--- src/design/thtr_text_mem.sv ---
// Text store: one write port, one registered read port.
`default_nettype none
module thtr_text_mem #(
   parameter int TEXT_DEPTH = 512,
   localparam int AW = $clog2(TEXT_DEPTH)
) (
   input  wire logic          clock,
   input  wire logic          we,
   input  wire logic [AW-1:0] waddr,
   input  wire logic [7:0]    wdata,
   input  wire logic [AW-1:0] raddr,
   output logic      [7:0]    rdata
);
   logic [7:0] mem [TEXT_DEPTH];

   always_ff @(posedge clock) begin
      if (we) begin
         mem[waddr] <= wdata;
      end
      rdata <= mem[raddr];
   end
endmodule
`default_nettype wire

--- config.mk ---
export PLATFORM = sky130hd
export DESIGN_NAME = thtr_text_mem
export DESIGN_NICKNAME = d
export VERILOG_FILES = /design/src/design/thtr_text_mem.sv
export SDC_FILE = /design/constraint.sdc
export NUM_CORES = 2
export LEC_CHECK = 0
export BUFFER_PORTS_ARGS = -buffer_cell sky130_fd_sc_hd__buf_4
export CAP_MARGIN = 20
export CORE_ASPECT_RATIO = 0.6
export CORE_UTILIZATION = 55
export DETAILED_ROUTE_END_ITERATION = 10
export GPL_ROUTABILITY_DRIVEN = 0
export HOLD_SLACK_MARGIN = 0.12
export PLACE_DENSITY = 0.75
export SYNTH_ARGS = -nofsm -noshare
export SYNTH_HDL_FRONTEND = slang
export SYNTH_SLANG_ARGS = --single-unit
--- constraint.sdc ---
create_clock -name clock -period 2.35 [get_ports clock]
set_input_delay 0.235 -clock clock [delete_from_list [all_inputs] [get_ports clock]]
set_output_delay 0.235 -clock clock [all_outputs]
set_load 0.005 [all_outputs]
==> results.toml <==
[cells_and_area]
drive_gt1_share_pct = 29.6
synthToLayoutAreaGrowth_pct = 17.7
final_cell_mix = "edfxtp_1 (4,096), buf_4 (1,296), mux2i_1 (782)"
nets = 9400
layout_commonest_cell = "edfxtp_1"

[timing]
drv_slew = 0
min_period_ns = 2.69
worst_pin_slew_ns = 0.996
hold_viol = 0
fmax_mhz = 371
fin_ws_ns = -0.345
max_slew_margin_pct = 33.6
fin_crit_sh_pct = 115
rsz0062_at_grt = "yes"
finalSetupViolCount = 8
fin_setup_tns_ns = -1.33
hold_slack_ns = 0.177
finClkSkew_ns = 0.0364

[logic_synthesis]
syn_area_um2 = 160000
synthDistinctLibCells = 51
synth_fa_ha_area_share_pct = 0
syn_inst = 8030
synth_flop_cell = "edfxtp_1"
synth_compound_area_share_pct = 4.31
synth.area.mux_share_pct = 14.2
synthArstFlopShare_pct = 0
yosys_warnings = 0
synth-xor-area-share_pct = 0
synth.avg_cell_area_um2 = 19.9
syn_nets = 8058
synth-seq-cells = 4104
synth_edf_count = 4096
synth_simple_gate_area_share_pct = 2.63
ys_seq_area_share_pct = 77.0
synth_top_family_by_area = "multiplexers"

[outcome]
violations = "negative setup slack"
status = "finished with violations"

[setup_path]
start_kind = "flop"
crit_family = "simple AND/OR/NAND/NOR gates"
cpPeakStageDelay_ns = 0.65
worst_ep_required_time_ns = 3.20
critPathArrivalTime_ns = 3.54
critical_path_buf_inv_count = 3
critPathMaxFanout = 2
crit_type = "reg -> reg"
slowest_stage = "nor4_4"
cp-end-kind = "flop"
crit_chain = "mux2i_2, o221ai_4, buf_6, buf_4, nor3_2, nor4_4, o311ai_4, nor4_4, buf_4, o2111a_1"

[floorplan]
core-area_um2 = 288000
dieWidth_um = 698
io-pin-count = 36
rows = 152
dieArea_um2 = 293000
initial_core_util_pct = 55.6
chipHeight_um = 420

[detailed_routing]
viasPerCell = 6.82
ant_nets = 0
drc_errors = 0
drtIter0Drc = 17400
finalWirelength_um = 464000
drt-pass1-iter-count = 7
post_drt_wl_per_cell_um = 34.3
vias = 92100

[clock_tree]
tritoncts = "built"
cts_inserted_buffers = 342
clk_pin_slew_ns = 0.07
root_buffer = "clkbuf_16"
h-tree-depth = 5
clock-sinks = 4104
ctsLongestPathBuffers = 4
clock_latency_ns = 0.91

[global_route]
grt_pass1_vias = 88500
grt_overflow = 0
grtUsageTotal_pct = 31.2
grt_max_degree = 142
grt_first_pass_wirelength_um = 652000
antenna_found_initial = 21

[power]
max-vdd-ir-drop_v = 0.00108
leakage_nw = 62.5
power_density_nw_per_um2 = 788
total_power_mw = 148

[run]
cap_violations = 0

[place]
place_ws_ns = -1.69
dp_hpwl_um = 287000
portBuffers = 35

[worst_hold_path]
hold_path_class = "in -> reg"
cell usage after synthesis (8+ instances only):
| cell | count | area (µm²) |
|---|---|---|
| nor4_1 | 36 | 225 |
| o221ai_1 | 371 | 3250 |
| dfxtp_1 | 8 | 160 |
| buf_4 | 70 | 526 |
| o21ai_0 | 118 | 591 |
| o22ai_1 | 163 | 1020 |
| clkbuf_1 | 265 | 995 |
| buf_6 | 64 | 721 |
| and2_1 | 20 | 125 |
| nor3_1 | 109 | 546 |
| buf_1 | 41 | 154 |
| buf_8 | 11 | 165 |
| nand4_1 | 32 | 200 |
| nand2_1 | 111 | 417 |
| o2111a_1 | 8 | 90.1 |
| nor3b_1 | 8 | 60.1 |
| a22oi_1 | 61 | 458 |
| mux2i_1 | 797 | 7980 |
| nand3_1 | 36 | 180 |
| a21oi_1 | 194 | 971 |
| edfxtp_1 | 4096 | 123000 |
| mux4_2 | 654 | 14700 |
| o31ai_1 | 13 | 97.6 |
| buf_2 | 57 | 285 |
| nor2_1 | 597 | 2240 |
| a211oi_1 | 17 | 128 |
cells by family after synthesis:
logic type,after synthesis
DFF,4104
muxes,1451
and+or+nand+nor,980
AOI/OAI and AO/OA,979
buffers and inverters,516
registers in the layout, summed over array words and instances (netlist names):
register / flops
rdata: 8
mem: 4096
through the flow:
step                      std cells  utilization (%)  instance area, µm²
final                         13500             65.5              188000
after global routing          13500             65.4              188000
after CTS                     13500             65.2              188000
after detailed placement      12800             60.9              175000
after global placement        12800             60.9              175000
after floorplan                8030                -              160000
power by group:
| part | switching, mW | total, mW | internal, mW |
|---|---|---|---|
| clock | 26.3 | 58.4 | 32.1 |
| combinational | 5.88 | 9.21 | 3.32 |
| sequential | 0.0872 | 80.6 | 80.5 |
layout make-up:
cell class	instances	area, µm²
Clock buffer	400	8950
Tap cell	3850	4820
Antenna cell	7	17.5
Inverter	3	18.8
Timing Repair Buffer	1511	13900
Clock inverter	212	2180
Multi-Input combinational cell	3410	35200
Sequential cell	4104	123000
Fill cell	17900	99300
repair_timing:
| item | in CTS | in global routing |
|---|---|---|
| gates resized for setup | 193 | 89 |
| hold buffers | 12 | 0 |
| buffers inserted | 3 | 13 |
| pin swaps | 39 | 46 |
| hold endpoints to repair | 1975 | 0 |
| setup endpoints to repair | 8 | 8 |
| gates cloned | 12 | 4 |
worst min-delay path, cell delays in order:
cell	delay [ns]
buf_4	0.16
buf_4	0.28
o41ai_1	0.15
o2111a_1	0.18
worst paths after layout:
kind / startpoint / endpoint / slack, ns / depth (start not counted)
max reg2reg: mem[34][5] / rdata[5] / -0.34 / 10
max: mem[34][5] / rdata[5] / -0.34 / 10
min reg2reg: mem[312][4] / rdata[4] / 1.20 / 6
min: raddr[3] / rdata[5] / 0.18 / 4
metal layers:
layer	track usage [%]	vias to the layer above	share of wire [%]	routed length [µm]
met2	42.7	8304	42	193000
met1	46.9	46600	37	171000
met5	0	-	0.078	360
met3	11.7	1048	18	83500
li1	-	36100	-	-
met4	9.23	24	3.5	16400
(Power assumes the default switching activity.)
